$ cat src/rtl/sts_pkg.sv
package sts_pkg;

	localparam int KindW = 6;
	localparam int FieldW = 20;

	localparam logic [0:0] OP_BYTE = 1'b0;
	localparam logic [0:0] OP_END  = 1'b1;

	localparam logic [KindW-1:0] K_EOF     = 6'd0;
	localparam logic [KindW-1:0] K_INVALID = 6'd1;
	localparam logic [KindW-1:0] K_NUMBER  = 6'd2;
	localparam logic [KindW-1:0] K_IDENT   = 6'd3;
	localparam logic [KindW-1:0] K_STRING  = 6'd4;
	localparam logic [KindW-1:0] K_KW_BASE = 6'd5;
	localparam logic [KindW-1:0] K_PLUS_EQ = 6'd25;
	localparam logic [KindW-1:0] K_PLUS2   = 6'd26;
	localparam logic [KindW-1:0] K_PLUS    = 6'd27;
	localparam logic [KindW-1:0] K_MINUS_EQ = 6'd28;
	localparam logic [KindW-1:0] K_MINUS2  = 6'd29;
	localparam logic [KindW-1:0] K_MINUS   = 6'd30;
	localparam logic [KindW-1:0] K_STAR_EQ = 6'd31;
	localparam logic [KindW-1:0] K_STAR    = 6'd32;
	localparam logic [KindW-1:0] K_SLASH_EQ = 6'd33;
	localparam logic [KindW-1:0] K_SLASH   = 6'd34;
	localparam logic [KindW-1:0] K_CARET_EQ = 6'd35;
	localparam logic [KindW-1:0] K_CARET   = 6'd36;
	localparam logic [KindW-1:0] K_COMMA   = 6'd37;
	localparam logic [KindW-1:0] K_SEMI    = 6'd38;
	localparam logic [KindW-1:0] K_LPAREN  = 6'd39;
	localparam logic [KindW-1:0] K_RPAREN  = 6'd40;
	localparam logic [KindW-1:0] K_LBRACK  = 6'd41;
	localparam logic [KindW-1:0] K_RBRACK  = 6'd42;
	localparam logic [KindW-1:0] K_LBRACE  = 6'd43;
	localparam logic [KindW-1:0] K_RBRACE  = 6'd44;
	localparam logic [KindW-1:0] K_EQ2     = 6'd45;
	localparam logic [KindW-1:0] K_ASSIGN  = 6'd46;
	localparam logic [KindW-1:0] K_LE      = 6'd47;
	localparam logic [KindW-1:0] K_LT      = 6'd48;
	localparam logic [KindW-1:0] K_GE      = 6'd49;
	localparam logic [KindW-1:0] K_GT      = 6'd50;
	localparam logic [KindW-1:0] K_NE      = 6'd51;
	localparam logic [KindW-1:0] K_DOT     = 6'd52;

	localparam int KwCount = 20;
	localparam int KwChars = 8;

	typedef enum logic [2:0] {
		M_IDLE    = 3'd0,
		M_COMMENT = 3'd1,
		M_NUMBER  = 3'd2,
		M_WORD    = 3'd3,
		M_STRING  = 3'd4,
		M_OPER    = 3'd5
	} scan_mode_t;

	typedef struct packed {
		logic [0:0] operation;
		logic [7:0] source_byte;
	} in_item_t;

	typedef struct packed {
		logic [KindW-1:0]  token_kind;
		logic [FieldW-1:0] token_start;
		logic [FieldW-1:0] token_length;
		logic [FieldW-1:0] token_line;
		logic              last_of_run;
	} out_item_t;

	// Keyword text, first char in the low byte, zero padded.
	function automatic logic [8*KwChars-1:0] kw_text(input logic [4:0] k);
		logic [8*KwChars-1:0] t;
		case (k)
			5'd0:  t = 64'h0000_0000_0064_6e61; // and
			5'd1:  t = 64'h0000_0000_0000_7361; // as
			5'd2:  t = 64'h0000_0073_7361_6c63; // class
			5'd3:  t = 64'h0000_0074_736e_6f63; // const
			5'd4:  t = 64'h0000_0000_6669_6c65; // elif
			5'd5:  t = 64'h0000_0000_6573_6c65; // else
			5'd6:  t = 64'h0000_0000_0072_6f66; // for
			5'd7:  t = 64'h6e6f_6974_636e_7566; // function
			5'd8:  t = 64'h0000_0000_0000_6669; // if
			5'd9:  t = 64'h0000_0000_6461_6f6c; // load
			5'd10: t = 64'h0000_656c_7564_6f6d; // module
			5'd11: t = 64'h0000_0000_656e_6f6e; // none
			5'd12: t = 64'h0000_0000_0074_6f6e; // not
			5'd13: t = 64'h0000_0000_0000_726f; // or
			5'd14: t = 64'h0000_0074_6e69_7270; // print
			5'd15: t = 64'h0000_6e72_7574_6572; // return
			5'd16: t = 64'h0000_6369_7461_7473; // static
			5'd17: t = 64'h0000_0000_0065_7375; // use
			5'd18: t = 64'h0000_0000_0072_6176; // var
			5'd19: t = 64'h0000_0065_6c69_6877; // while
			default: t = '0;
		endcase
		return t;
	endfunction

	function automatic logic [3:0] kw_len(input logic [4:0] k);
		logic [3:0] n;
		case (k)
			5'd1, 5'd8, 5'd13: n = 4'd2;
			5'd0, 5'd6, 5'd12, 5'd17, 5'd18: n = 4'd3;
			5'd4, 5'd5, 5'd9, 5'd11: n = 4'd4;
			5'd2, 5'd3, 5'd14, 5'd19: n = 4'd5;
			5'd10, 5'd15, 5'd16: n = 4'd6;
			5'd7: n = 4'd8;
			default: n = 4'd0;
		endcase
		return n;
	endfunction

	function automatic logic is_digit(input logic [7:0] c);
		return (c >= 8'h30) && (c <= 8'h39);
	endfunction

	function automatic logic is_alpha(input logic [7:0] c);
		return ((c >= 8'h61) && (c <= 8'h7a)) || ((c >= 8'h41) && (c <= 8'h5a));
	endfunction

	function automatic logic is_ident(input logic [7:0] c);
		return is_alpha(c) || is_digit(c) || (c == 8'h5f);
	endfunction

endpackage

$ cat src/rtl/sts_queue.sv
module sts_queue
	import sts_pkg::*;
#(
	parameter int Depth = 2
) (
	input  logic      clk,
	input  logic      arst_n,
	input  logic      wr_valid,
	output logic      wr_stall,
	input  in_item_t  wr_data,
	output logic      rd_valid,
	input  logic      rd_stall,
	output in_item_t  rd_data
);
	localparam int AW = (Depth > 1) ? $clog2(Depth) : 1;

	in_item_t        slot_q [Depth];
	logic [AW-1:0]   wptr_q, rptr_q;
	logic [AW:0]     cnt_q;
	logic            do_wr, do_rd;

	assign wr_stall = (cnt_q == (AW+1)'(Depth));
	assign rd_valid = (cnt_q != '0);
	assign rd_data  = slot_q[rptr_q];
	assign do_wr    = wr_valid && !wr_stall;
	assign do_rd    = rd_valid && !rd_stall;

	always_ff @(posedge clk) begin
		if (do_wr) begin
			slot_q[wptr_q] <= wr_data;
		end
	end

	always_ff @(posedge clk or negedge arst_n) begin
		if (!arst_n) begin
			wptr_q <= '0;
			rptr_q <= '0;
			cnt_q  <= '0;
		end else begin
			if (do_wr) begin
				wptr_q <= (wptr_q == AW'(Depth - 1)) ? '0 : wptr_q + 1'b1;
			end
			if (do_rd) begin
				rptr_q <= (rptr_q == AW'(Depth - 1)) ? '0 : rptr_q + 1'b1;
			end
			case ({do_wr, do_rd})
				2'b10:   cnt_q <= cnt_q + 1'b1;
				2'b01:   cnt_q <= cnt_q - 1'b1;
				default: cnt_q <= cnt_q;
			endcase
		end
	end
endmodule

$ cat src/rtl/sts_back.sv
module sts_back
	import sts_pkg::*;
#(
	parameter int OffsetBits = 20
) (
	input  logic      clk,
	input  logic      arst_n,
	input  logic      item_valid,
	output logic      item_stall,
	input  in_item_t  item,
	output logic      tok_valid,
	input  logic      tok_stall,
	output out_item_t tok
);
	localparam logic [OffsetBits-1:0] OffMax = '1;

	scan_mode_t               mode_q;
	logic [7:0]               pend_q;
	logic [OffsetBits-1:0]    off_q, line_q, beg_q, begl_q;
	logic                     point_q;
	logic [8*KwChars-1:0]     word_q;

	// output buffer: up to two tokens per transaction
	out_item_t                buf_q [2];
	logic [1:0]               cnt_q;
	logic                     rd_q;

	// step outputs
	scan_mode_t               mode_d;
	logic [7:0]               pend_d;
	logic [OffsetBits-1:0]    off_d, line_d, beg_d, begl_d;
	logic                     point_d;
	logic [8*KwChars-1:0]     word_d;
	out_item_t                e0, e1;
	logic [1:0]               ne;
	logic                     take;

	function automatic logic [FieldW-1:0] fw(input logic [OffsetBits-1:0] v);
		logic [FieldW-1:0] r;
		r = '0;
		for (int i = 0; i < FieldW && i < OffsetBits; i++) r[i] = v[i];
		return r;
	endfunction

	function automatic logic [OffsetBits-1:0] sinc(input logic [OffsetBits-1:0] v);
		return (v == OffMax) ? v : v + 1'b1;
	endfunction

	// a new byte may enter while the last buffered token leaves
	assign item_stall = (cnt_q > 2'd1) || (cnt_q == 2'd1 && tok_stall);
	assign take = item_valid && !item_stall;
	assign tok_valid = (cnt_q != 2'd0);
	assign tok = buf_q[rd_q];

	always_comb begin
		logic [7:0]            c;
		logic [OffsetBits-1:0] sp;
		logic [KindW-1:0]      wk, ok;
		logic                  two, restart, is_end;
		out_item_t             t;

		mode_d = mode_q; pend_d = pend_q; off_d = off_q; line_d = line_q;
		beg_d = beg_q; begl_d = begl_q; point_d = point_q; word_d = word_q;
		e0 = '0; e1 = '0; ne = 2'd0;
		c = item.source_byte;
		is_end = (item.operation == OP_END);
		sp = (off_q >= beg_q) ? off_q - beg_q : '0;
		restart = 1'b0;

		wk = K_IDENT;
		if (sp >= OffsetBits'(1) && sp <= OffsetBits'(KwChars)) begin
			for (int k = KwCount - 1; k >= 0; k--) begin
				if (OffsetBits'(kw_len(5'(k))) == sp && kw_text(5'(k)) == word_q)
					wk = K_KW_BASE + KindW'(k);
			end
		end

		two = 1'b0;
		ok  = K_INVALID;
		case (pend_q)
			8'h2b: begin
				if (!is_end && c == 8'h3d) begin two = 1'b1; ok = K_PLUS_EQ; end
				else if (!is_end && c == 8'h2b) begin two = 1'b1; ok = K_PLUS2; end
				else ok = K_PLUS;
			end
			8'h2d: begin
				if (!is_end && c == 8'h3d) begin two = 1'b1; ok = K_MINUS_EQ; end
				else if (!is_end && c == 8'h2d) begin two = 1'b1; ok = K_MINUS2; end
				else ok = K_MINUS;
			end
			8'h2a: begin two = !is_end && c == 8'h3d; ok = two ? K_STAR_EQ : K_STAR; end
			8'h2f: begin two = !is_end && c == 8'h3d; ok = two ? K_SLASH_EQ : K_SLASH; end
			8'h5e: begin two = !is_end && c == 8'h3d; ok = two ? K_CARET_EQ : K_CARET; end
			8'h3d: begin two = !is_end && c == 8'h3d; ok = two ? K_EQ2 : K_ASSIGN; end
			8'h3c: begin two = !is_end && c == 8'h3d; ok = two ? K_LE : K_LT; end
			8'h3e: begin two = !is_end && c == 8'h3d; ok = two ? K_GE : K_GT; end
			8'h21: begin two = !is_end && c == 8'h3d; ok = two ? K_NE : K_INVALID; end
			8'h2e: ok = K_DOT;
			default: ok = K_INVALID;
		endcase

		t = '0;
		if (is_end) begin
			case (mode_q)
				M_NUMBER: begin t.token_kind = K_NUMBER; t.token_length = fw(sp); end
				M_WORD:   begin t.token_kind = wk; t.token_length = fw(sp); end
				M_STRING: begin t.token_kind = K_INVALID; t.token_length = FieldW'(1); end
				M_OPER:   begin t.token_kind = ok; t.token_length = FieldW'(1); end
				default:  t.token_kind = K_EOF;
			endcase
			t.token_start = fw(beg_q);
			t.token_line  = fw(begl_q);
			e1.token_kind   = K_EOF;
			e1.token_start  = fw(off_q);
			e1.token_length = FieldW'(1);
			e1.token_line   = fw(line_q);
			e1.last_of_run  = 1'b1;
			if (mode_q == M_NUMBER || mode_q == M_WORD || mode_q == M_STRING
			    || mode_q == M_OPER) begin
				e0 = t; ne = 2'd2;
			end else begin
				e0 = e1; ne = 2'd1;
			end
			mode_d = M_IDLE; pend_d = '0; off_d = '0; line_d = OffsetBits'(1);
			beg_d = '0; begl_d = OffsetBits'(1); point_d = 1'b0; word_d = '0;
		end else begin
			case (mode_q)
				M_COMMENT: if (c == 8'h0a) begin
					line_d = sinc(line_q); mode_d = M_IDLE;
				end
				M_STRING: begin
					if (c == 8'h22) begin
						t.token_kind = K_STRING; t.token_start = fw(beg_q);
						t.token_length = fw(sp); t.token_line = fw(begl_q);
						e0 = t; ne = 2'd1; mode_d = M_IDLE;
					end else if (c == 8'h0a) begin
						line_d = sinc(line_q);
					end
				end
				M_NUMBER: begin
					if (is_digit(c)) begin
					end else if (c == 8'h2e && !point_q) begin
						point_d = 1'b1;
					end else begin
						t.token_kind = K_NUMBER; t.token_start = fw(beg_q);
						t.token_length = fw(sp); t.token_line = fw(begl_q);
						e0 = t; ne = 2'd1; restart = 1'b1;
					end
				end
				M_WORD: begin
					if (is_ident(c)) begin
						for (int i = 0; i < KwChars; i++)
							if (sp == OffsetBits'(i)) word_d[8*i +: 8] = c;
					end else begin
						t.token_kind = wk; t.token_start = fw(beg_q);
						t.token_length = fw(sp); t.token_line = fw(begl_q);
						e0 = t; ne = 2'd1; restart = 1'b1;
					end
				end
				M_OPER: begin
					if (pend_q == 8'h2e && is_digit(c)) begin
						mode_d = M_NUMBER; point_d = 1'b1;
					end else begin
						t.token_kind = ok; t.token_start = fw(beg_q);
						t.token_length = two ? FieldW'(2) : FieldW'(1);
						t.token_line = fw(begl_q);
						e0 = t; ne = 2'd1;
						if (two) mode_d = M_IDLE;
						else restart = 1'b1;
					end
				end
				default: restart = 1'b1;
			endcase

			if (restart) begin
				mode_d = M_IDLE;
				t = '0;
				t.token_start = fw(off_q);
				t.token_length = FieldW'(1);
				t.token_line = fw(line_d);
				case (c)
					8'h23: mode_d = M_COMMENT;
					8'h0a: line_d = sinc(line_d);
					8'h20: ;
					8'h22: begin
						mode_d = M_STRING; beg_d = sinc(off_q); begl_d = line_d;
					end
					8'h2c: t.token_kind = K_COMMA;
					8'h3b: t.token_kind = K_SEMI;
					8'h28: t.token_kind = K_LPAREN;
					8'h29: t.token_kind = K_RPAREN;
					8'h5b: t.token_kind = K_LBRACK;
					8'h5d: t.token_kind = K_RBRACK;
					8'h7b: t.token_kind = K_LBRACE;
					8'h7d: t.token_kind = K_RBRACE;
					8'h2b, 8'h2d, 8'h2a, 8'h2f, 8'h5e, 8'h3d, 8'h3c, 8'h3e, 8'h21, 8'h2e: begin
						mode_d = M_OPER; beg_d = off_q; begl_d = line_d; pend_d = c;
					end
					default: begin
						if (is_digit(c)) begin
							mode_d = M_NUMBER; beg_d = off_q; begl_d = line_d; point_d = 1'b0;
						end else if (is_alpha(c) || c == 8'h5f) begin
							mode_d = M_WORD; beg_d = off_q; begl_d = line_d;
							word_d = {56'd0, c};
						end else begin
							t.token_kind = K_INVALID;
						end
					end
				endcase
				if (c == 8'h2c || c == 8'h3b || c == 8'h28 || c == 8'h29 || c == 8'h5b
				    || c == 8'h5d || c == 8'h7b || c == 8'h7d
				    || (mode_d == M_IDLE && c != 8'h23 && c != 8'h0a && c != 8'h20
				        && !is_digit(c) && !is_alpha(c) && c != 8'h5f && c != 8'h22
				        && c != 8'h2b && c != 8'h2d && c != 8'h2a && c != 8'h2f
				        && c != 8'h5e && c != 8'h3d && c != 8'h3c && c != 8'h3e
				        && c != 8'h21 && c != 8'h2e)) begin
					if (ne == 2'd0) begin e0 = t; ne = 2'd1; end
					else begin e1 = t; ne = 2'd2; end
				end
			end
			off_d = sinc(off_q);
			if (ne == 2'd1) e0.last_of_run = 1'b1;
			if (ne == 2'd2) e1.last_of_run = 1'b1;
		end
	end

	always_ff @(posedge clk) begin
		if (take) begin
			buf_q[0] <= e0;
			buf_q[1] <= e1;
		end
	end

	always_ff @(posedge clk or negedge arst_n) begin
		if (!arst_n) begin
			mode_q <= M_IDLE; pend_q <= '0; off_q <= '0; line_q <= OffsetBits'(1);
			beg_q <= '0; begl_q <= OffsetBits'(1); point_q <= 1'b0; word_q <= '0;
			cnt_q <= 2'd0; rd_q <= 1'b0;
		end else if (take) begin
			mode_q <= mode_d; pend_q <= pend_d; off_q <= off_d; line_q <= line_d;
			beg_q <= beg_d; begl_q <= begl_d; point_q <= point_d; word_q <= word_d;
			cnt_q <= ne; rd_q <= 1'b0;
		end else if (tok_valid && !tok_stall) begin
			cnt_q <= cnt_q - 1'b1;
			rd_q  <= 1'b1;
		end
	end
endmodule

$ cat src/rtl/script_token_scanner.sv
// channel | dir | payload    | handshake
// in      | in  | in_item_t  | in_valid / in_stall
// out     | out | out_item_t | out_valid / out_stall
// One byte per cycle when each byte makes at most one token and the output
// is not stalled; a byte that makes two tokens holds the scanner while the
// second drains. A two-entry queue sits between the input and the scanner
// so each side stalls on its own. Bytes are registered in the queue, tokens
// in the output buffer. Reset is asynchronous, active low; it clears the
// queue, the scan state and the output buffer.
module script_token_scanner
	import sts_pkg::*;
#(
	parameter int OFFSET_BITS = 20
) (
	input  logic      clk,
	input  logic      arst_n,
	input  logic      in_valid,
	output logic      in_stall,
	input  in_item_t  in_data,
	output logic      out_valid,
	input  logic      out_stall,
	output out_item_t out_data
);
	logic     q_valid, q_stall;
	in_item_t q_data;

	// front: buffer and hand raw transactions onward
	sts_queue #(.Depth(2)) u_queue (
		.clk, .arst_n,
		.wr_valid(in_valid), .wr_stall(in_stall), .wr_data(in_data),
		.rd_valid(q_valid), .rd_stall(q_stall), .rd_data(q_data)
	);

	// back: classify byte, update scan state, emit tokens
	sts_back #(.OffsetBits(OFFSET_BITS)) u_back (
		.clk, .arst_n,
		.item_valid(q_valid), .item_stall(q_stall), .item(q_data),
		.tok_valid(out_valid), .tok_stall(out_stall), .tok(out_data)
	);
endmodule

$ cat config.mk
export PLATFORM = sky130hd
export DESIGN_NAME = script_token_scanner
export DESIGN_NICKNAME = d
export VERILOG_FILES = /design/src/rtl/sts_pkg.sv /design/src/rtl/sts_queue.sv /design/src/rtl/sts_back.sv /design/src/rtl/script_token_scanner.sv
export SDC_FILE = /design/constraint.sdc
export NUM_CORES = 1
export LEC_CHECK = 0
export BUFFER_PORTS_ARGS = -buffer_cell sky130_fd_sc_hd__buf_2
export CAP_MARGIN = 20
export CORE_UTILIZATION = 55
export DETAILED_ROUTE_END_ITERATION = 10
export GPL_TIMING_DRIVEN = 1
export PLACE_DENSITY = 0.77
export SLEW_MARGIN = 20
export SYNTH_ARGS = -nofsm -noshare
export SYNTH_HDL_FRONTEND = slang
export SYNTH_HIERARCHICAL = 1
export SYNTH_SLANG_ARGS = --single-unit
$ cat constraint.sdc
create_clock -name clk -period 5.7 [get_ports clk]
set_input_delay 0.285 -clock clk [delete_from_list [all_inputs] [get_ports clk]]
set_output_delay 0.285 -clock clk [all_outputs]
set_load 0.1 [all_outputs]
==> impl_metrics.env <==
export IMPL_drt_iter0_drc=2131
export IMPL_peakVddDrop_mv=0.533
export IMPL_wl_um=57500
export IMPL_pwr_density_cell_mw_per_mm2=643
export IMPL_max_slew_margin=0.288
export IMPL_cp_arrival_ps=5660
export IMPL_p_leak_nw=8.02
export IMPL_yosys_warnings=6
export IMPL_hold_class="in2reg"
export IMPL_async_flop_share=0.553
export IMPL_synth_seq_area_share=0.432
export IMPL_rows=67
export IMPL_syn_inst=2030
export IMPL_io_buffers=81
export IMPL_cpMaxStageDelayCell="or4b_1"
export IMPL_gp_congestion=1.03
export IMPL_grt_pass1_vias=15900
export IMPL_reg2reg_slack_ps=520
export IMPL_synth_edf_count=132
export IMPL_avgSynthCellArea_um2=9.18
export IMPL_layout_common_cells="264 x nand2_1, 160 x dfrtp_1, 151 x nor2_1"
export IMPL_pwr_share_clk=0.158
export IMPL_fmaxAchievable_mhz=193
export IMPL_syn_num_nets=2071
export IMPL_place_hpwl_um=40500
export IMPL_ant_nets=0
export IMPL_grtUsageTotal=0.334
export IMPL_p_seq_frac=0.258
export IMPL_maxCapViolCount=0
export IMPL_path_cells="mux2_1 -> and2b_1 -> nand4_2 -> a21oi_1 -> o21ai_0 -> xnor2_1 -> ha_1 -> o21ai_0 -> nand4b_2 -> or4b_1 -> a41oi_1 -> nand3_1 -> o311ai_1"
export IMPL_grt_first_pass_wirelength_um=89500
export IMPL_final_setup_skew_ps=14.5
export IMPL_start_util=0.557
export IMPL_outcome="finished clean"
export IMPL_dr_pass1_iters=6
export IMPL_syn_area_mm2=0.0186
export IMPL_start_kind="flip-flop"
export IMPL_vias=16800
export IMPL_drive_gt1_frac=0.124
export IMPL_cts_buffers=31
export IMPL_clockBufferDepth=3
export IMPL_placed_cells=2448
export IMPL_post_cts_buffers=0
export IMPL_yosysUniqueCellTypes=104
export IMPL_pwr_share_comb=0.583
export IMPL_via_per_inst=6.66
export IMPL_area_growth_pct=9.73
export IMPL_die_y_um=186
export IMPL_required_ps=6190
export IMPL_nNetsFinal=2084
export IMPL_grt_max_degree=80
export IMPL_avgRoutedWirePerCell_um=22.9
export IMPL_die_w_um=186
export IMPL_clk_pin_slew_ps=60
export IMPL_p_sw_mw=7.21
export IMPL_coreArea_mm2=0.0334
export IMPL_final_common_cell="nand2_1"
export IMPL_swShare=0.549
export IMPL_finalMaxSlewViolations=0
export IMPL_period_share=0.908
export IMPL_critPathKind="reg2reg"
export IMPL_critPathMaxFanout=15
export IMPL_n_antenna_cell=0
export IMPL_antenna_found_initial=0
export IMPL_finalInstanceArea_mm2=0.0204
export IMPL_ios=82
export IMPL_slowest_delay_ps=710
export IMPL_globalRoute_totalOverflow=0
export IMPL_htreeDepth=1
export IMPL_dpl_cell_area_mm2=0.0193
export IMPL_rsz0062_at_grt="no"
export IMPL_clock_latency_ps=590
export IMPL_dieArea_mm2=0.0346
export IMPL_remaining_drc_errors=0
export IMPL_finalCriticalPeriod_ps=5180
export IMPL_finalPower_mw=13.1
export IMPL_instances_no_fill=2516
export IMPL_tns_ps=0
export IMPL_tightest_slew_ps=1060
export IMPL_tritoncts="yes"
export IMPL_setup_violations_final=0
export IMPL_cts_sinks=295
export IMPL_crit_path_end_kind="flip-flop"
export IMPL_root_buffer="clkbuf_16"
export IMPL_synth_ff_latch_count=295
export IMPL_ys_dominant_reg_cell="dfrtp_1"
export IMPL_power_internal_mw=5.92
export IMPL_hold_viol_final=0
export IMPL_timing_critical_path_mode_cell="o21ai_0"
area by class of cell:
type	instances	area, um^2
fillers	2862	13000
flip-flops and latches	295	8050
inverters	75	287
clock buffers	41	823
well taps	448	561
clock inverters	17	210
repair buffers	127	782
multi-input cells	1513	9730
power groups by stage:
stage / Clock (mW) / Sequential, mW / Combinational (mW)
5_1_grt: 2.18 / 3.47 / 8.10
6_report: 2.08 / 3.39 / 7.66
2_1_floorplan: 0 / 3.28 / 5.91
4_1_cts: 2.11 / 3.39 / 7.59
3_3_place_gp: 0 / 3.39 / 7.47
3_5_place_dp: 0 / 3.43 / 7.54
synth_stat cells (all sizes together), types with 18 or more instances:
master / instances / share of area
a21o: 22 / 0.0093
a21oi: 77 / 0.021
a22o: 18 / 0.0085
a31oi: 27 / 0.0091
a32o: 29 / 0.016
and3: 29 / 0.0097
buf: 33 / 0.0089
clkbuf: 114 / 0.023
dfrtp: 161 / 0.22
edfxtp: 132 / 0.21
ha: 27 / 0.018
inv: 74 / 0.015
mux2: 66 / 0.040
nand2: 265 / 0.053
nand3: 74 / 0.020
nand4: 42 / 0.014
nor2: 151 / 0.030
nor2b: 63 / 0.022
nor3: 65 / 0.018
nor4: 23 / 0.0089
o21ai: 95 / 0.026
o31ai: 48 / 0.020
or3: 21 / 0.0073
or4: 18 / 0.0075
xnor2: 38 / 0.018
xor2: 26 / 0.012
per-stage QoR:
step | utilization | hold WS (ps) | worst slack (ps)
global route | 0.611 | 60.7 | 337
finish | 0.611 | 61.8 | 522
detailed placement | 0.577 | 196 | 695
global placement | 0.577 | 193 | 847
CTS | 0.611 | 37.7 | 662
floorplan | - | -10.6 | 483
kinds of logic after synthesis:
kind of cell / share of synthesized area
adders and majority gates: 0.0192
xor gates and xnor gates: 0.0301
buffers and inverters: 0.0472
DFF: 0.432
AOI/OAI and AO/OA: 0.182
and+or+nand+nor: 0.242
muxes: 0.0480
flip-flops by register name, indices dropped and copies added, names as in the netlist:
signal,cells
u_back/beg_q,20
u_back/begl_q,20
u_back/buf_q,114
u_back/cnt_q,2
u_back/line_q,20
u_back/mode_q,3
u_back/off_q,20
u_back/pend_q,8
u_back/point_q,1
u_back/rd_q,1
u_back/word_q,64
u_queue/cnt_q,2
u_queue/rptr_q,1
u_queue/slot_q,18
u_queue/wptr_q,1
worst max-delay path: cells and delay by family, from the launching register on:
family          cells  cell delay [ps]
simple gates        5             1670
compound gates      5             1450
flops               1              600
mux                 1              580
xor+xnor            1              440
fa+ha+maj           1              320
repair_timing:
item,in CTS,in global routing
resized for setup,0,0
hold endpoints to repair,52,0
hold buffers,10,0
metal layers:
layer  GRT usage  wire, um  vias up
li1            -         -     7621
met1       0.456     23700     8119
met2       0.523     26400      892
met3      0.0601      5330      134
met4       0.132      2100        0
met5           0         0        -
worst paths after layout:
path,endpoint,depth (start not counted),from
max,u_back/line_q[4],13,u_queue/rptr_q
min,u_queue/wptr_q,3,in_valid
max reg2reg,u_back/line_q[4],13,u_queue/rptr_q
min reg2reg,u_back/begl_q[18],2,u_back/begl_q[18]
max in group asynchronous,u_back/rd_q,3,arst_n
min in group asynchronous,u_back/word_q[35],2,arst_n
(Power assumes the default switching activity.)
